[src/rtl/core/ppsq_pkg.sv]
// Package for the parallel parking sequencer: command constants, register
// indexes, reset values and the structs passed between the core modules.
// No dependencies.
`timescale 1ns / 1ps
`default_nettype none

package ppsq_pkg;

    localparam int DIST_W = 11;
    localparam int ODO_W  = 24;
    localparam int STEP_W = 8;
    localparam int GAP_W  = 16;
    localparam int CFG_W  = 16;
    localparam int IDX_W  = 3;

    // speed commands
    localparam logic signed [2:0] SPEED_CRUISE  = 3'sd3;
    localparam logic signed [2:0] SPEED_CREEP   = 3'sd1;
    localparam logic signed [2:0] SPEED_STOP    = 3'sd0;
    localparam logic signed [2:0] SPEED_REVERSE = -3'sd1;

    // steering in milliradians
    localparam logic signed [11:0] STEER_STRAIGHT     = 12'sd0;
    localparam logic signed [11:0] STEER_RIGHT_LOCK   = 12'sd785;
    localparam logic signed [11:0] STEER_LEFT_LOCK    = -12'sd436;
    localparam logic signed [11:0] STEER_SLIGHT_RIGHT = 12'sd175;

    // register reset values
    localparam logic [GAP_W-1:0]  RST_MIN_GAP        = 16'd40;
    localparam logic [STEP_W-1:0] RST_CREEP_END      = 8'd10;
    localparam logic [STEP_W-1:0] RST_PAUSE_END      = 8'd15;
    localparam logic [STEP_W-1:0] RST_REV_RIGHT_END  = 8'd70;
    localparam logic [STEP_W-1:0] RST_REV_LEFT_END   = 8'd95;
    localparam logic [STEP_W-1:0] RST_HOLD_LEFT_END  = 8'd105;
    localparam logic [STEP_W-1:0] RST_STRAIGHTEN_END = 8'd130;

    typedef enum logic [IDX_W-1:0] {
        CFG_MIN_GAP        = 3'd0,
        CFG_CREEP_END      = 3'd1,
        CFG_PAUSE_END      = 3'd2,
        CFG_REV_RIGHT_END  = 3'd3,
        CFG_REV_LEFT_END   = 3'd4,
        CFG_HOLD_LEFT_END  = 3'd5,
        CFG_STRAIGHTEN_END = 3'd6
    } t_cfg_idx;

    // gap tracker phases
    typedef enum logic [2:0] {
        MP_ARM  = 3'b001,
        MP_SEEK = 3'b010,
        MP_GAP  = 3'b100
    } t_meas_phase;

    typedef struct packed {
        logic [STEP_W-1:0] creep_end;
        logic [STEP_W-1:0] pause_end;
        logic [STEP_W-1:0] rev_right_end;
        logic [STEP_W-1:0] rev_left_end;
        logic [STEP_W-1:0] hold_left_end;
        logic [STEP_W-1:0] straighten_end;
    } t_phase_cfg;

    typedef struct packed {
        logic signed [2:0]  speed;
        logic signed [11:0] steer;
        logic               advance;
    } t_phase_cmd;

    typedef struct packed {
        logic             ended;
        logic [ODO_W-1:0] len;
    } t_gap_result;

endpackage

`default_nettype wire

[src/rtl/core/ppsq_phase_decode.sv]
// Phase decoder: maps the manoeuvre step onto speed and steering commands
// using the configured phase bounds. Depends on ppsq_pkg.
`timescale 1ns / 1ps
`default_nettype none

module ppsq_phase_decode
    import ppsq_pkg::*;
(
    input  wire logic [STEP_W-1:0] i_step,
    input  wire t_phase_cfg        i_cfg,
    output t_phase_cmd             o_cmd
);

    function automatic logic in_rng(input logic [STEP_W-1:0] s,
                                    input logic [STEP_W-1:0] lo,
                                    input logic [STEP_W-1:0] hi);
        return (s >= lo) && (s < hi);
    endfunction

    always_comb begin
        o_cmd.speed   = SPEED_STOP;
        o_cmd.steer   = STEER_STRAIGHT;
        o_cmd.advance = 1'b1;
        // first matching range wins; empty ranges never match
        if (i_step == '0) begin
            o_cmd.speed   = SPEED_CRUISE;
            o_cmd.advance = 1'b0;
        end else if (i_step < i_cfg.creep_end) begin
            o_cmd.speed = SPEED_CREEP;
        end else if (in_rng(i_step, i_cfg.creep_end, i_cfg.pause_end)) begin
            o_cmd.speed = SPEED_STOP;
        end else if (in_rng(i_step, i_cfg.pause_end, i_cfg.rev_right_end)) begin
            o_cmd.speed = SPEED_REVERSE;
            o_cmd.steer = STEER_RIGHT_LOCK;
        end else if (in_rng(i_step, i_cfg.rev_right_end, i_cfg.rev_left_end)) begin
            o_cmd.speed = SPEED_REVERSE;
            o_cmd.steer = STEER_LEFT_LOCK;
        end else if (in_rng(i_step, i_cfg.rev_left_end, i_cfg.hold_left_end)) begin
            o_cmd.speed = SPEED_STOP;
            o_cmd.steer = STEER_LEFT_LOCK;
        end else if (in_rng(i_step, i_cfg.hold_left_end, i_cfg.straighten_end)) begin
            o_cmd.speed = SPEED_CREEP;
            o_cmd.steer = STEER_SLIGHT_RIGHT;
        end else begin
            o_cmd.advance = 1'b0;  // outside every phase: stop, hold step
        end
    end

endmodule

`default_nettype wire

[config.mk]
export PLATFORM = sky130hd
export DESIGN_NAME = ppsq_phase_decode
export DESIGN_NICKNAME = d
export VERILOG_FILES = /design/src/rtl/core/ppsq_pkg.sv /design/src/rtl/core/ppsq_phase_decode.sv
export SDC_FILE = /design/constraint.sdc
export NUM_CORES = 1
export LEC_CHECK = 0
export BUFFER_PORTS_ARGS = -buffer_cell sky130_fd_sc_hd__buf_4
export CELL_PAD_IN_SITES_DETAIL_PLACEMENT = 0
export CELL_PAD_IN_SITES_GLOBAL_PLACEMENT = 2
export CORE_MARGIN = 2
export CORE_UTILIZATION = 27
export DETAILED_ROUTE_END_ITERATION = 10
export PLACE_DENSITY_LB_ADDON = 0.08
export RECOVER_POWER = 100
export SETUP_SLACK_MARGIN = 0.15
export SLEW_MARGIN = 20
export SYNTH_ARGS = -nofsm -noshare
export SYNTH_HDL_FRONTEND = slang
export SYNTH_SLANG_ARGS = --single-unit
[constraint.sdc]
create_clock -name vclk -period 5.65
set_clock_uncertainty 0.15 [all_clocks]
set_input_delay 0.565 -clock vclk [all_inputs]
set_output_delay 0.565 -clock vclk [all_outputs]
set_load 0.02 [all_outputs]
# == Yosys cells after proc, flatten, opt, wreduce, memory -nomap -nowiden ==
# Cells that the tools add are included.
# word_totals
ff_bits,0
in_bits,56
out_inout_bits,16
word_cells,32
# classes
magnitude_cmp,11
n_mux,15
reduce_logical,6
# op_table
cell,n
2-to-1 mux 13 bit,4
less-than comparator 8 bit,6
>= comparator 8 bit,5
2-to-1 mux 15 bit,2
2-to-1 mux 12 bit,1
2-to-1 mux 3 bit,3
zero test 8 bit,1
logical AND 1 bit,5
2-to-1 mux 1 bit,5

# == Longest topological paths before layout ==
# depth
ltp_word,9
mapped_depth,9

# == Worst setup path before layout ==
# No wires, ideal clock.
# synth_timing
path_kind,input-to-output
start,input port i_step[0]
end,output port o_cmd[6] (netlist bit)
t_arrival_ns,2.802
required_time_ns,4.935
setup_slack_ns,2.133
stages,9
path_cell_list,inv_1 > ha_1 > nand2b_4 > a2111oi_4 > nor3_1 > or4b_4 > a211oi_2 > nor3b_2 > buf_4
# synth_rtl
item,line_no,source
start: declaration,ppsq_phase_decode.sv:9,"input wire logic [STEP_W-1:0] i_step,"
end: declaration,ppsq_phase_decode.sv:11,output t_phase_cmd o_cmd

==> results.md <==
- The flow ran to the end, and the final reports show no timing, DRC or antenna violations.
- Summing over every cut layer, the via total after detailed routing is 1500.
- Entering global routing, the biggest net connects 8 pins.
- The worst-case IR drop observed on VDD is 0.02726 mV.
- STA puts the critical path data arrival time at 3.16 ns.
- The initial utilization of the core area, before any placement, comes to 0.2805.
- Measured against its own limit, the worst slew margin works out to 0.5402.
- The overall global routing resource usage is 0.1339.
- The minimum clock period is 3.874 ns.
- The floorplan step defined a core boundary enclosing 5107 um2.
- The post-detailed-placement half-perimeter wirelength is 3571 um.
- The sequential power share is 0.
- The ratio of routed vias to standard cells is 4.545.
- For the worst setup path, the data required time is 4.93 ns.
- The internal power consumption is 0.07397 mW.
- The initial antenna violation count is 0.
- The count of pins over their slew limit is 0.
- The power share of the clock group is 0.
- In this run the cell area of the synthesized design comes to 1433 um2.
- The length of the first detailed-routing pass in iterations is 4.
- For this design the static power due to leakage is 1.104 nW.
- The number of buffers inserted to repair setup after CTS is 0.
- For the pin with the worst max-slew slack, the measured transition is 0.6825 ns.
- The synthesized area per cell is 7.385 um2.
- The count of warnings emitted by yosys is 0.
- The die span in y is 76.84 um.
- The wire length of the first global-routing pass is 6699 um.
- The synthesized netlist cell count is 194.
- The period utilization is 0.6857.
- The path class of the tightest hold or removal check is input pin to output pin.
- In the finished design the tool counted flip-flops and latches totalling 0.
- Dividing total power by cell area gives a power density of 79.02 nW/um2.
- The total of clock buffers placed in the layout is 0.
- The sequential cells in the finished layout cover a total of 0 um2.
- The area fraction in compound gates after synthesis is 0.2873.
- The simple-gate area share of the yosys netlist is 0.1450.
- The die outline area is 5904 um2.
- The remaining antenna violation count after routing is 0.
- The largest family of logic cells by synthesized area is adder cells.
- Setup violations remaining at the end of the flow were counted as 0.
- The number of hold violations in the final report is 0.
- The sum of overflow across all layers after global routing is 0.
- The XOR/XNOR share of the synthesized area is 0.
- The final setup TNS is 0 ns.
- The first routing iteration left 41 violations.
- The number of placed I/O pins is 72.
- The total of fill cells in the finished design is 580.
- The portion of the post-synthesis area used by sequential elements is 0.
- Summed over all nets, the switching power comes to 0.08065 mW.
- In the routed design, unresolved DRC markers number 0.
- Setup repair after global routing left no endpoint under its margin.
- The number of different library cells in the post-synthesis netlist is 35.
- In this run the worst path has a maximum fanout of 5.
- Final hold analysis gives a worst-case slack of 1.491 ns.
- The repair_antennas step left the layout with diodes totalling 0.
- In this run, post-CTS repair resized a total of 0 instances.
- The number of placement rows is 26.
- The die extent in x is 76.84 um.
- In the final routed layout, each cell accounts on average for 12.02 um.
- The number of hold buffers added after CTS was 0.
- Of the total synthesized cell area, the portion taken by full adders, half adders and majority gates is 0.4105.
- The synthesized net count is 297.
- The final RePlAce weighted congestion is 0.7727.
- The combinational power share is 1.000.
- The multiplexer area fraction after synthesis is 0.
- The routed design has 3968 um of wire.
- The kind of launch point of the worst setup path is an input pin.
- The number of I/O port buffers is 72.
- Max-cap violations in this run came to 0.
- The maximum clock frequency is 0.2581 GHz.
- Of the total power, the share spent switching nets is 0.5216.
- The category of the most critical setup path is input pin to output pin.
- The most common cell after layout, fill and taps aside is buf_4.
- Summing all multi-input logic gate instances after layout gives 1197 um2.
- The area growth from synthesis to layout is 36.59%.
- The number of global-route vias before repair is 1482.
- In the layout the commonest cells are buf_4 (59), inv_1 (48), ha_1 (47).
- Of the cells placed in the final design, the portion with a size suffix greater than 1 is 0.2500.
- For this run, the post-layout net count is 365.
- The endpoint class of the critical path is an output pin.
per-stage QoR:
| stage | utilization | setup WS, ns | std cells | instance area, um2 | total power [mW] |
|---|---|---|---|---|---|
| after floorplan | - | 2.133 | 194 | 1433 | 0.09792 |
| after global placement | 0.3947 | 2.075 | 330 | 2016 | 0.1634 |
| after detailed placement | 0.3947 | 2.002 | 330 | 2016 | 0.1630 |
| after CTS | 0.3947 | 2.020 | 330 | 2016 | 0.1638 |
| after global routing | 0.3831 | 1.617 | 330 | 1957 | 0.1775 |
| final | 0.3831 | 1.776 | 330 | 1957 | 0.1546 |
Yosys cell counts:
cell	number	area, um2
o21ai_1	1	5.000
o2111ai_1	1	8.760
o211a_1	1	10.01
a21o_1	4	30.03
a31o_2	2	17.52
a2111o_1	1	11.26
a211oi_1	7	52.55
o21a_1	1	7.510
and2_0	1	6.260
a2111oi_4	1	27.53
or4b_4	1	13.76
a21oi_1	19	95.09
nand3_1	1	5.000
o211ai_1	7	52.55
nor3b_2	1	12.51
ha_1	47	588.1
o21ba_1	1	10.01
nor2_1	7	26.28
a31oi_1	1	6.260
inv_1	48	180.2
nand4_1	6	37.54
buf_4	6	45.04
nand2_1	4	15.01
and2b_2	1	8.760
nand2b_4	1	13.76
o21ai_0	7	35.03
nor4_1	1	6.260
a211oi_2	1	12.51
a2111oi_0	1	8.760
o22ai_1	2	12.51
nor3b_1	1	7.510
nor2b_1	4	25.02
nor3_1	3	15.01
o22a_1	1	8.760
or4_1	2	15.01
logic make-up (layout without fill, tap and decap cells):
| group | after synthesis | after routing |
|---|---|---|
| AND/OR/NAND/NOR | 34 | 34 |
| buffers and inverters | 54 | 120 |
| AO/OA/AOI/OAI | 59 | 59 |
| adder cells (fa/ha/maj) | 47 | 47 |
worst max-delay path, stage by stage:
cell       delay (ns)
buf_4            0.12
inv_1            0.15
ha_1             0.26
nand2b_4         0.15
a2111oi_4        0.33
nor3_1           0.11
or4b_4           0.49
a211oi_1         0.28
nor3b_1          0.43
clkbuf_1         0.28
layer usage:
| layer | global-route usage | wire (um) | vias to the layer above |
|---|---|---|---|
| met5 | 0 | 0 | - |
| met3 | 0.007059 | 205 | 0 |
| li1 | - | - | 830 |
| met2 | 0.2158 | 1648 | 46 |
| met1 | 0.2063 | 2113 | 624 |
| met4 | 0 | 0 | 0 |
area by class of cell:
| type | count | share of cell area |
|---|---|---|
| tap | 70 | 0.04476 |
| timing repair buffer | 72 | 0.2513 |
| multi-input combinational | 140 | 0.6119 |
| inverter | 48 | 0.09207 |
path summary, 6_finish.rpt:
path	from	end	slack [ns]	cells past startpoint
min	i_step[0]	o_cmd[14]	1.49	4
max	i_step[0]	o_cmd[8]	1.78	10
power groups by stage:
stage / Sequential (mW) / Combinational [mW] / Clock, mW
floorplan: 0 / 0.0979 / 0
finish: 0 / 0.155 / 0
global route: 0 / 0.178 / 0
detailed placement: 0 / 0.163 / 0
CTS: 0 / 0.164 / 0
global placement: 0 / 0.163 / 0
Note: power is estimated with default switching activity, not from simulation.
