<file path="src/rtl/core/ppsq_pkg.sv">
// Package for the parallel parking sequencer: command constants, register
// indexes, reset values and the structs passed between the core modules.
// No dependencies.
`timescale 1ns / 1ps
`default_nettype none

package ppsq_pkg;

    localparam int DIST_W = 11;
    localparam int ODO_W  = 24;
    localparam int STEP_W = 8;
    localparam int GAP_W  = 16;
    localparam int CFG_W  = 16;
    localparam int IDX_W  = 3;

    // speed commands
    localparam logic signed [2:0] SPEED_CRUISE  = 3'sd3;
    localparam logic signed [2:0] SPEED_CREEP   = 3'sd1;
    localparam logic signed [2:0] SPEED_STOP    = 3'sd0;
    localparam logic signed [2:0] SPEED_REVERSE = -3'sd1;

    // steering in milliradians
    localparam logic signed [11:0] STEER_STRAIGHT     = 12'sd0;
    localparam logic signed [11:0] STEER_RIGHT_LOCK   = 12'sd785;
    localparam logic signed [11:0] STEER_LEFT_LOCK    = -12'sd436;
    localparam logic signed [11:0] STEER_SLIGHT_RIGHT = 12'sd175;

    // register reset values
    localparam logic [GAP_W-1:0]  RST_MIN_GAP        = 16'd40;
    localparam logic [STEP_W-1:0] RST_CREEP_END      = 8'd10;
    localparam logic [STEP_W-1:0] RST_PAUSE_END      = 8'd15;
    localparam logic [STEP_W-1:0] RST_REV_RIGHT_END  = 8'd70;
    localparam logic [STEP_W-1:0] RST_REV_LEFT_END   = 8'd95;
    localparam logic [STEP_W-1:0] RST_HOLD_LEFT_END  = 8'd105;
    localparam logic [STEP_W-1:0] RST_STRAIGHTEN_END = 8'd130;

    typedef enum logic [IDX_W-1:0] {
        CFG_MIN_GAP        = 3'd0,
        CFG_CREEP_END      = 3'd1,
        CFG_PAUSE_END      = 3'd2,
        CFG_REV_RIGHT_END  = 3'd3,
        CFG_REV_LEFT_END   = 3'd4,
        CFG_HOLD_LEFT_END  = 3'd5,
        CFG_STRAIGHTEN_END = 3'd6
    } t_cfg_idx;

    // gap tracker phases
    typedef enum logic [2:0] {
        MP_ARM  = 3'b001,
        MP_SEEK = 3'b010,
        MP_GAP  = 3'b100
    } t_meas_phase;

    typedef struct packed {
        logic [STEP_W-1:0] creep_end;
        logic [STEP_W-1:0] pause_end;
        logic [STEP_W-1:0] rev_right_end;
        logic [STEP_W-1:0] rev_left_end;
        logic [STEP_W-1:0] hold_left_end;
        logic [STEP_W-1:0] straighten_end;
    } t_phase_cfg;

    typedef struct packed {
        logic signed [2:0]  speed;
        logic signed [11:0] steer;
        logic               advance;
    } t_phase_cmd;

    typedef struct packed {
        logic             ended;
        logic [ODO_W-1:0] len;
    } t_gap_result;

endpackage

`default_nettype wire

</file>
<file path="src/rtl/core/ppsq_gap_tracker.sv">
// Gap tracker: watches the side distance for a fall and a later rise and
// measures the odometer span between them. Depends on ppsq_pkg.
`timescale 1ns / 1ps
`default_nettype none

module ppsq_gap_tracker
    import ppsq_pkg::*;
(
    input  wire logic                     i_clk,
    input  wire logic                     i_rst_n,
    input  wire logic                     i_accept,
    input  wire logic signed [DIST_W-1:0] i_dist,
    input  wire logic [ODO_W-1:0]         i_odo,
    output t_gap_result                   o_res
);

    t_meas_phase              r_phase, n_phase;
    logic signed [DIST_W-1:0] r_prev;
    logic [ODO_W-1:0]         r_gap_start, n_gap_start;

    logic prev_pos, dist_pos;

    assign prev_pos = (r_prev > $signed({DIST_W{1'b0}}));
    assign dist_pos = (i_dist > $signed({DIST_W{1'b0}}));

    always_comb begin
        n_phase     = r_phase;
        n_gap_start = r_gap_start;
        o_res.ended = 1'b0;
        o_res.len   = '0;
        unique case (r_phase)
            MP_SEEK: begin
                if (prev_pos && !dist_pos) begin
                    n_phase     = MP_GAP;
                    n_gap_start = i_odo;
                end
            end
            MP_GAP: begin
                if (!prev_pos && dist_pos) begin
                    n_phase     = MP_SEEK;
                    o_res.ended = 1'b1;
                    o_res.len   = i_odo - r_gap_start;  // wraps mod 2^24
                end
            end
            default: begin
                n_phase = MP_SEEK;  // arming tick, also any stray code
            end
        endcase
    end

    always_ff @(posedge i_clk) begin
        if (!i_rst_n) begin
            r_phase     <= MP_ARM;
            r_prev      <= '0;
            r_gap_start <= '0;
        end else if (i_accept) begin
            r_phase     <= n_phase;
            r_prev      <= i_dist;
            r_gap_start <= n_gap_start;
        end
    end

endmodule

`default_nettype wire

</file>
<file path="config.mk">
export PLATFORM = sky130hd
export DESIGN_NAME = ppsq_gap_tracker
export DESIGN_NICKNAME = d
export VERILOG_FILES = /design/src/rtl/core/ppsq_pkg.sv /design/src/rtl/core/ppsq_gap_tracker.sv
export SDC_FILE = /design/constraint.sdc
export NUM_CORES = 1
export LEC_CHECK = 0
export ABC_CLOCK_PERIOD_IN_PS = 2700
export BUFFER_PORTS_ARGS = -buffer_cell sky130_fd_sc_hd__buf_2
export CAP_MARGIN = 10
export CORE_ASPECT_RATIO = 0.75
export CORE_MARGIN = 2
export CORE_UTILIZATION = 45
export DETAILED_ROUTE_END_ITERATION = 12
export GPL_ROUTABILITY_DRIVEN = 0
export PLACE_DENSITY = 0.67
export SYNTH_ARGS = -nofsm -noshare
export SYNTH_HDL_FRONTEND = slang
export SYNTH_SLANG_ARGS = --single-unit
</file>
<file path="constraint.sdc">
create_clock -name i_clk -period 2.7 [get_ports i_clk]
set_clock_uncertainty 0.2 [all_clocks]
set_input_delay 0.135 -clock i_clk [delete_from_list [all_inputs] [get_ports i_clk]]
set_output_delay 0.135 -clock i_clk [all_outputs]
set_load 0.01 [all_outputs]
</file>
# == After elaboration in Yosys (flattened, before gate mapping) ==
# Cells that the tools add are included.
# Widths: inputs -> output; s select.
# totals
ff_bits,38
input_bits,38
output_inout_bits,25
# op_classes
addsub,1
n_lt_le_gt_ge,2
eq_ne,4
muxes,5
n_reduce_logical,6
# ops
operator,count
$mux 25,2
$sub 24x24->24,1
$gt 11x1->1 const B,2
$mux 3,2
$pmux 3 s2,1
$reduce_and 3->1,2
$ne 2x2->1 const B,2
$eq 3x2->1 const B,1
$eq 3x3->1 const B,1
$logic_and 1x1->1,2
$logic_not 1->1,2

# == Depth between registers and ports, before layout ==
# Gate-level depths: netlist (run 1).
# logic_depth
ltp_word,5
ltp_mapped,10
mapped_depth_nobuf,10

# == Least setup slack after synthesis (run 1) ==
# Ideal clock, no wire load.
# synth_timing
path_type,reg-to-output
startpoint,register r_gap_start[15]
endpoint,output o_res[22] (netlist bit)
t_arrival_ns,2.029
setup_slack_ns,0.336
stages_incl_launch_ff,10
path_buffers,1
cell_sequence,dfxtp_1 > inv_1 > ha_1 > buf_6 > a21oi_2 > o21ai_1 > a311o_1 > a221o_1 > a21oi_1 > mux2i_1
# synth_lines
element,line,source
from (decl),ppsq_gap_tracker.sv:19,"logic [ODO_W-1:0] r_gap_start, n_gap_start;"
from (signal assigned),ppsq_gap_tracker.sv:59,r_gap_start <= n_gap_start;
to (decl),ppsq_gap_tracker.sv:14,output t_gap_result o_res

==> results of run 1 <==
## worst max-delay path: cells and delay by family (launching register included)
family,cells,cell delay [ns]
buffers and inverters,2,0.21
adder cells (fa/ha/maj),2,0.52
AO/OA/AOI/OAI,4,0.66
AND/OR/NAND/NOR,2,0.38
flip-flops,1,0.36
## stage by stage
stage / instance area (um^2) / setup TNS [ns] / setup slack [ns]
after global routing: 4390 / -1.40 / -0.186
after global placement: 3450 / 0 / 0.158
after floorplan: 3140 / 0 / 0.336
final: 4390 / -0.467 / -0.0832
after CTS: 4190 / -0.427 / -0.0977
after detailed placement: 3450 / 0 / 0.0660
## layout make-up
| cell class | instances | area [um^2] |
|---|---|---|
| Multi-Input combinational cell | 296 | 2470 |
| Fill cell | 568 | 2410 |
| Timing Repair Buffer | 113 | 787 |
| Sequential cell | 38 | 763 |
| Inverter | 33 | 124 |
| Tap cell | 84 | 105 |
| Clock buffer | 5 | 68.8 |
| Clock inverter | 3 | 68.8 |
## cells in the mapped netlist, types with 7 or more instances
cell type	count	area [um^2]
sky130_fd_sc_hd__dfxtp_1	38	761
sky130_fd_sc_hd__nand3_1	10	50.1
sky130_fd_sc_hd__nor2_1	26	97.6
sky130_fd_sc_hd__a21oi_1	22	110
sky130_fd_sc_hd__inv_1	32	120
sky130_fd_sc_hd__nor2b_1	40	250
sky130_fd_sc_hd__o21a_1	10	75.1
sky130_fd_sc_hd__clkbuf_1	7	26.3
sky130_fd_sc_hd__nor3_1	16	80.1
sky130_fd_sc_hd__mux2i_1	37	370
sky130_fd_sc_hd__o21ai_0	13	65.1
sky130_fd_sc_hd__nand2_1	22	82.6
sky130_fd_sc_hd__ha_1	23	288
## sequential cells by signal, indices dropped and copies added, names as in the netlist
signal,count
r_phase,3
r_gap_start,24
r_prev,11
## kinds of logic after synthesis
logic type / count (synthesis)
xor+xnor: 8
fa+ha+maj: 24
buf+inv: 49
mux: 37
compound gates: 82
flops: 38
simple gates: 145
## worst min-delay path by stage
stage,from,endpoint,depth (start not counted)
floorplan,i_odo[10],r_gap_start[10],2
global placement,i_dist[4],r_prev[4],3
detailed placement,i_dist[1],r_prev[1],3
CTS,i_accept,r_phase[0],3
global route,i_rst_n,r_phase[0],2
finish,i_rst_n,r_phase[0],2
## power by group
group | switching [mW] | internal (mW) | total (mW)
clock | 0.237 | 0.371 | 0.608
sequential | 0.0104 | 0.576 | 0.586
combinational | 0.219 | 0.214 | 0.434
## layer usage
metal | vias up | track usage (%) | share of wire, %
li1 | 1550 | - | -
met5 | - | 0 | 0
met3 | 19 | 5.96 | 7.1
met2 | 112 | 36.2 | 46
met4 | 0 | 6.71 | 1.9
met1 | 1467 | 29.0 | 45
## repair_timing
action,CTS,global route
pin swaps,16,16
endpoints found under the hold margin,35,0
setup endpoints to repair,12,14
setup buffers,8,4
cloned,0,0
gates resized for setup,38,31
hold buffers,35,0
==> results.md, run 1 <==
### Outcome
* **run status** complete, but fails checks
* **violations in the final reports** negative setup slack

### Floorplan
* **number of rows in the core area** 26
* **overall die area** 0.00767 mm^2
* **Chip Width** 100 um
* **Ports** 63
* **die extent in y** 76.4 um
* **Initial Util** 46.2%
* **Core Footprint** 0.00680 mm^2

### STA
* **shortest period the worst path allows** 2.78 ns
* **worst rel slew slack** 61.0%
* **fin worst setup slack** -0.0832 ns
* **number of endpoints with negative hold slack in the final report** 0
* **final cycle utilization of the critical path** 103%
* **setup repair after global routing missed its margin** yes
* **total setup violations reported at the end of the flow** 7
* **worst hold slack across all endpoints** 0.109 ns
* **highest clock frequency the design can meet** 359 MHz
* **Slew @ Worst Pin** 0.584 ns
* **Final Max Tran Viols** 0

### Power and ir drop
* **leakage dissipation** 1.74 nW
* **power per standard cell area** 371 mW/mm^2
* **Final Total Pwr** 1.63 mW
* **largest vdd supply drop** 226 uV

### Finish
* **area growth from synthesis to final layout** 39.6%
* **most common cell after layout, fill and taps aside** sky130_fd_sc_hd__buf_2
* **total number of nets in the final design** 549
* **non-filler cells, final** 572
* **top library cells by usage in the layout, fill and taps aside** sky130_fd_sc_hd__buf_2 (61), sky130_fd_sc_hd__nor2b_1 (39), sky130_fd_sc_hd__mux2i_1 (37)
* **Ant. Diodes** 0
* **final core area utilization** 64.5%
* **layout cells sized above 1** 31.6%

### Logic synthesis
* **Post-Syn Instances** 383
* **fraction of registers with async set or reset after synthesis** 0%
* **average size of a mapped cell** 8.20 um^2
* **cell area after technology mapping** 0.00314 mm^2
* **number of enable-type register cells in the synthesized netlist** 0
* **Synth Flop Type** sky130_fd_sc_hd__dfxtp_1
* **synthesized-area fraction occupied by adder cells** 9.80%
* **Simple-Gate Fraction of Synth Area** 26.4%
* **sequential share of the synthesized area** 24.2%
* **flip-flop and latch count after synthesis** 38
* **net count after synthesis** 445
* **Yosys Warn Count** 0
* **post-synthesis share of cell area spent on xor and xnor gates** 2.23%
* **dominant combinational cell family by area after synthesis** simple AND/OR/NAND/NOR gates
* **share of synthesized area spent on multiplexers** 11.8%
* **synthesized-area fraction occupied by ao, oa, aoi and oai cells** 17.4%
* **count of distinct cell types in the synthesized netlist** 58

### Route
* **vias after detailed routing** 3,148
* **via/cell ratio** 5.50
* **1st-pass router iterations** 5
* **Antenna Violating Nets Remaining** 0
* **DRC viols** 0
* **Post-Route WL** 8.69 mm
* **wire length per cell** 15.2 um
* **Iteration-0 DRC Markers** 216

### Critical path
* **crit path max-delay cell type** sky130_fd_sc_hd__fa_2
* **worst reg2reg startpoint** r_prev[8]
* **critical path arrival** 2.45 ns
* **FF-to-FF setup slack** 0.62 ns
* **data required time of the worst path** 2.37 ns
* **endpoint of the most critical register-to-register path** r_gap_start[7]
* **cell repeated most along the worst path** sky130_fd_sc_hd__a21oi_2
* **R2R depth** 6
* **Worst Path Class, Setup** flop to output pin
* **launch point of the critical path** r_gap_start[0]
* **critical path endpoint** o_res[14]
* **series of cell instances along the critical path** ha_4 -> inv_2 -> fa_2 -> a21oi_2 -> o211ai_1 -> nand4_1 -> a21oi_2 -> o21a_1 -> nor3_1 -> buf_2
* **CP Launch Type** flop
* **endpoint type of the worst setup path** output pin
* **largest incremental delay on the critical path** 0.38 ns
* **CP max FO** 3

### Clock network
* **number of clock sinks seen by CTS** 38
* **TritonCTS clock tree** done
* **clock tree buffer depth** 2
* **clock root buffer** sky130_fd_sc_hd__clkbuf_8
* **clock latency at the later pin of the worst-skew pair** 0.31 ns
* **Clk pin slew, worst setup/hold paths** 0.09 ns
* **CTS buffer count** 5
* **CTS H-tree lvls** 2

### Flow run
* **max_cap viols** 0

### Place
* **Port Buffers** 62
* **detailed placement HPWL** 5.79 mm
* **Post-Place Cells** 517

### GRT
* **number of antenna violations at the first check in global routing** 0
* **first-pass GRT wire length** 14.1 mm
* **total global routing overflow** 0
* **number of global-route vias before repair** 3,132
* **pin count of the biggest net entering global routing** 39
* **total global-route track usage** 22.4%

### Hold path
* **path category of the worst min-delay check** primary input to flop

Power figures use the tool's default switching activity.
==> inputs of run 2 (changes only) <==
--- a/config.mk
+++ b/config.mk
@@ -10,10 +10,10 @@
 export CAP_MARGIN = 10
 export CORE_ASPECT_RATIO = 0.75
 export CORE_MARGIN = 2
-export CORE_UTILIZATION = 45
+export CORE_UTILIZATION = 56
 export DETAILED_ROUTE_END_ITERATION = 12
 export GPL_ROUTABILITY_DRIVEN = 0
-export PLACE_DENSITY = 0.67
+export PLACE_DENSITY = 0.81
 export SYNTH_ARGS = -nofsm -noshare
 export SYNTH_HDL_FRONTEND = slang
 export SYNTH_SLANG_ARGS = --single-unit
==> results.md, run 2 (synthesized netlist as in run 1, its figures left out) <==
### STA
* **number of endpoints with negative hold slack in the final report** 1
* **total setup violations reported at the end of the flow** 9
* **final cycle utilization of the critical path** 107%
* **setup repair after global routing missed its margin** yes
* **shortest period the worst path allows** 2.90 ns
* **worst rel slew slack** 59.1%
* **Final Max Tran Viols** 0
* **highest clock frequency the design can meet** 345 MHz
* **fin worst setup slack** -0.196 ns
* **Slew @ Worst Pin** 0.607 ns
* **Sum Neg Setup Slack** -0.591 ns
* **worst hold slack across all endpoints** -0.0130 ns

### GRT
* **pin count of the biggest net entering global routing** 39
* **number of antenna violations at the first check in global routing** 0
* **number of global-route vias before repair** 3,046
* **first-pass GRT wire length** 13.8 mm
* **total global routing overflow** 0
* **total global-route track usage** 27.7%

### Finish
* **filler cell count** 343
* **number of flip-flops under the largest register name** 24
* **top library cells by usage in the layout, fill and taps aside** sky130_fd_sc_hd__buf_2 (61), sky130_fd_sc_hd__nor2b_1 (39), sky130_fd_sc_hd__mux2i_1 (37)
* **registers with the highest flip-flop counts** r_gap_start (24), r_prev (11), r_phase (3)
* **Ant. Diodes** 0
* **largest register by flop count** r_gap_start
* **area of combinational cells with multiple inputs** 0.00247 mm^2
* **area growth from synthesis to final layout** 37.0%
* **total number of nets in the final design** 545
* **sequential cell area** 769 um^2
* **most common cell after layout, fill and taps aside** sky130_fd_sc_hd__buf_2
* **layout cells sized above 1** 31.8%

### Route
* **DRC viols** 0
* **wire length per cell** 17.4 um
* **Antenna Violating Nets Remaining** 0
* **vias after detailed routing** 3,386
* **Post-Route WL** 9.74 mm
* **via/cell ratio** 6.06
* **1st-pass router iterations** 5
* **Iteration-0 DRC Markers** 279

### Clock network
* **clock tree buffer depth** 2
* **Clk pin slew, worst setup/hold paths** 0.09 ns
* **clock latency at the later pin of the worst-skew pair** 0.31 ns
* **CTS buffer count** 5
* **number of clock sinks seen by CTS** 38
* **clock root buffer** sky130_fd_sc_hd__clkbuf_8
* **TritonCTS clock tree** done
* **CTS H-tree lvls** 2

### Floorplan
* **Ports** 63
* **overall die area** 0.00623 mm^2
* **die extent in y** 68.9 um
* **Initial Util** 58.4%
* **Core Footprint** 0.00538 mm^2
* **number of rows in the core area** 23
* **Chip Width** 90.5 um

### Outcome
* **violations in the final reports** negative hold slack, negative setup slack
* **run status** complete, but fails checks

### Place
* **detailed placement HPWL** 5.51 mm
* **Port Buffers** 62

### Critical path
* **series of cell instances along the critical path** inv_1 -> ha_1 -> nand2_1 -> a211o_4 -> a211oi_1 -> o21ai_0 -> nor3b_2 -> buf_2
* **endpoint of the most critical register-to-register path** r_gap_start[2]
* **critical path arrival** 2.56 ns
* **CP Launch Type** flop
* **largest incremental delay on the critical path** 0.46 ns
* **data required time of the worst path** 2.37 ns
* **Worst Path Class, Setup** flop to output pin
* **Buf+Inv Stages, Crit Path** 2
* **CP max FO** 8
* **worst reg2reg startpoint** r_prev[8]
* **R2R depth** 6
* **critical path's top delay family** compound AO/OA/AOI/OAI gates
* **endpoint type of the worst setup path** output pin
* **FF-to-FF setup slack** 0.57 ns
* **crit path max-delay cell type** sky130_fd_sc_hd__ha_1

### Hold path
* **startpoint of the lowest-slack hold path** i_odo[1]
* **Min-Delay Path Depth** 3
* **worst min-delay path endpoint** r_gap_start[1]
* **path category of the worst min-delay check** primary input to flop

### Power and ir drop
* **leakage dissipation** 1.70 nW
* **power per standard cell area** 344 mW/mm^2
* **largest vdd supply drop** 271 uV
* **Final Total Pwr** 1.48 mW

### Flow run
* **max_cap viols** 0

==> run 2: cell count changes in the layout (fill, tap and decap cells not counted), sizes merged <==
cell	before	now
buf	78	75
bufinv	2	0
clkbuf	5	6
clkinvlp	0	1
dlygate4sd3	35	34
==> run 2: power breakdown <==
group / leakage (nW) / total, mW / internal, mW / switching, mW
registers: 0.313 / 0.587 / 0.576 / 0.0112
logic: 1.34 / 0.441 / 0.212 / 0.230
clock network: 0.0472 / 0.451 / 0.206 / 0.245
==> run 2: worst register-to-register path: cells and delay by family (launching register included) <==
kind	cells	cell delay [ns]
and+or+nand+nor	4	0.80
AOI/OAI and AO/OA	1	0.38
muxes	1	0.28
DFF	1	0.35
==> run 2: worst max-delay path by stage <==
stage,from,to,cells after the start
floorplan,r_gap_start[15],o_res[22],9
global placement,r_gap_start[0],o_res[20],10
detailed placement,r_gap_start[0],o_res[20],10
CTS,r_gap_start[0],o_res[20],10
global route,r_gap_start[9],o_res[15],8
finish,r_gap_start[9],o_res[15],8
==> run 2: cell type report <==
type	count	share of cell area, %
multi-input cells	296	57.3
flip-flops and latches	38	17.9
repair buffers	109	17.5
inverters	33	2.88
well taps	75	2.18
clock buffers	6	1.92
clock inverters	2	0.291
==> run 2: metal layers <==
metal	track usage, %	wire length, um	up-vias	share of wire [%]
met4	13.3	476	0	4.9
met2	47.9	4370	214	45
met3	4.35	743	64	7.6
li1	-	-	1549	-
met1	34.7	4150	1559	43
met5	0.833	0	-	0
==> run 2: repair_timing <==
item	4_1_cts	5_1_grt
resized for setup	40	31
pin swaps	16	12
setup endpoints to repair	10	12
hold buffers	34	0
setup buffers	3	6
endpoints found under the hold margin	34	0
==> run 2: through the flow <==
step           util [%]  area (um^2)  hold WS, ns  setup slack, ns  std cells
2_1_floorplan         -         3140        0.104            0.336        383
3_3_place_gp       64.0         3440        0.206            0.136        508
3_5_place_dp       64.0         3440        0.217           0.0982        508
4_1_cts            76.4         4110       0.0132          -0.0208        553
5_1_grt            80.0         4300       0.0358           -0.247        559
6_report           80.0         4300      -0.0130           -0.196        559
==> inputs of run 3 (changes only) <==
--- a/config.mk
+++ b/config.mk
@@ -13,6 +13,7 @@
 export CORE_UTILIZATION = 56
 export DETAILED_ROUTE_END_ITERATION = 12
 export GPL_ROUTABILITY_DRIVEN = 0
+export HOLD_SLACK_MARGIN = 0.12
 export PLACE_DENSITY = 0.81
 export SYNTH_ARGS = -nofsm -noshare
 export SYNTH_HDL_FRONTEND = slang
==> results.md, run 3 (synthesized netlist as in run 1, its figures left out) <==
### Outcome
* **run status** complete, but fails checks
* **violations in the final reports** negative setup slack

### Hold path
* **path category of the worst min-delay check** primary input to flop
* **worst min-delay path endpoint** r_phase[2]
* **startpoint of the lowest-slack hold path** i_rst_n
* **Min-Delay Path Depth** 2

### Critical path
* **critical path arrival** 2.58 ns
* **Buf+Inv Stages, Crit Path** 2
* **critical path's top delay family** compound AO/OA/AOI/OAI gates
* **data required time of the worst path** 2.37 ns
* **FF-to-FF setup slack** 0.54 ns
* **Worst Path Class, Setup** flop to output pin
* **endpoint type of the worst setup path** output pin
* **R2R depth** 6
* **CP max FO** 7
* **endpoint of the most critical register-to-register path** r_gap_start[17]
* **largest incremental delay on the critical path** 0.44 ns
* **CP Launch Type** flop
* **worst reg2reg startpoint** r_prev[8]
* **cell repeated most along the worst path** sky130_fd_sc_hd__nor3_1
* **series of cell instances along the critical path** inv_1 -> ha_2 -> nand2_2 -> o21ai_2 -> o211ai_1 -> a31oi_2 -> nor3_1 -> nor3_1 -> buf_2
* **crit path max-delay cell type** sky130_fd_sc_hd__ha_2

### Floorplan
* **Core Footprint** 0.00538 mm^2
* **Ports** 63
* **overall die area** 0.00623 mm^2
* **Initial Util** 58.4%
* **Chip Width** 90.5 um
* **number of rows in the core area** 23
* **die extent in y** 68.9 um

### STA
* **Final Max Tran Viols** 0
* **setup repair after global routing missed its margin** yes
* **highest clock frequency the design can meet** 343 MHz
* **worst rel slew slack** 61.7%
* **worst hold slack across all endpoints** 0.147 ns
* **Slew @ Worst Pin** 0.575 ns
* **total setup violations reported at the end of the flow** 9
* **number of endpoints with negative hold slack in the final report** 0
* **shortest period the worst path allows** 2.92 ns
* **fin worst setup slack** -0.218 ns
* **final cycle utilization of the critical path** 108%

### Place
* **Port Buffers** 62
* **detailed placement HPWL** 5.51 mm
* **Post-Place Cells** 508
* **placed instance area** 0.00344 mm^2

### Flow run
* **max_cap viols** 0

### Finish
* **non-filler cells, final** 560
* **top library cells by usage in the layout, fill and taps aside** sky130_fd_sc_hd__buf_2 (62), sky130_fd_sc_hd__nor2b_1 (39), sky130_fd_sc_hd__mux2i_1 (37), sky130_fd_sc_hd__dlygate4sd3_1 (37), sky130_fd_sc_hd__dfxtp_1 (31)
* **registers with the highest flip-flop counts** r_gap_start (24), r_prev (11), r_phase (3)
* **final core area utilization** 80.6%
* **largest register by flop count** r_gap_start
* **area growth from synthesis to final layout** 38.1%
* **Ant. Diodes** 0
* **most common cell after layout, fill and taps aside** sky130_fd_sc_hd__buf_2
* **total number of nets in the final design** 546
* **filler cell count** 332
* **layout cells sized above 1** 31.8%
* **number of flip-flops under the largest register name** 24
* **final design area excluding fillers** 0.00434 mm^2

### GRT
* **number of global-route vias before repair** 3,127
* **pin count of the biggest net entering global routing** 39
* **total global routing overflow** 0
* **total global-route track usage** 28.4%
* **first-pass GRT wire length** 14.2 mm
* **number of antenna violations at the first check in global routing** 0

### Route
* **vias after detailed routing** 3,431
* **Antenna Violating Nets Remaining** 0
* **Iteration-0 DRC Markers** 406
* **via/cell ratio** 6.13
* **1st-pass router iterations** 7
* **DRC viols** 0
* **wire length per cell** 18.1 um
* **Post-Route WL** 10.1 mm

### Clock network
* **clock tree buffer depth** 2
* **clock root buffer** sky130_fd_sc_hd__clkbuf_8
* **number of clock sinks seen by CTS** 38
* **CTS buffer count** 5
* **TritonCTS clock tree** done
* **clock latency at the later pin of the worst-skew pair** 0.31 ns
* **CTS H-tree lvls** 2
* **Clk pin slew, worst setup/hold paths** 0.10 ns

### Power and ir drop
* **Final Total Pwr** 1.51 mW
* **power per standard cell area** 347 mW/mm^2
* **largest vdd supply drop** 298 uV
* **leakage dissipation** 1.71 nW

## run 3: cell count changes in the layout (fill, tap and decap cells not counted), sizes merged
cell / delta
buf: -2
dlygate4sd3: +3
## run 3: power breakdown
part           internal, mW  total, mW  switching (mW)
clock network         0.206      0.461           0.255
registers             0.576      0.588          0.0113
logic                 0.217      0.457           0.240
total                 0.999       1.51           0.507
## run 3: routing by layer
layer | track usage [%] | share of wire [%] | vias to the layer above
met5 | 0 | 0 | -
met4 | 12.5 | 5.3 | 0
met3 | 5.00 | 9.5 | 78
met2 | 50.8 | 45 | 241
met1 | 34.5 | 40 | 1562
li1 | - | - | 1550
## run 3: area by class of cell
cell class,instances,area [um^2],area share (%)
clock buffer,6,82.6,1.90
clock inverter,2,12.5,0.288
inverter,33,124,2.86
multi-input combinational,296,2490,57.4
sequential,38,769,17.7
tap,75,93.8,2.16
timing repair buffer,110,767,17.7
## run 3: through the flow
step / TNS (ns) / setup slack (ns)
detailed placement: 0 / 0.0982
global placement: 0 / 0.136
CTS: -0.0208 / -0.0208
finish: -0.947 / -0.218
floorplan: 0 / 0.336
global route: -1.48 / -0.193
## run 3: how the worst max path moves through the flow
stage	from	endpoint	slack, ns	cells past startpoint
global placement	r_gap_start[0]	o_res[20]	0.14	10
floorplan	r_gap_start[15]	o_res[22]	0.34	9
finish	r_gap_start[11]	o_res[21]	-0.22	9
detailed placement	r_gap_start[0]	o_res[20]	0.1	10
CTS	r_gap_start[0]	o_res[20]	-0.02	10
global route	r_gap_start[7]	o_res[23]	-0.19	8
## run 3: repair_timing
item | in CTS | in global routing
setup endpoints to repair | 10 | 13
buffers inserted | 3 | 4
pin swaps | 16 | 8
hold buffers | 37 | 0
hold endpoints to repair | 36 | 0
gates resized for setup | 40 | 37
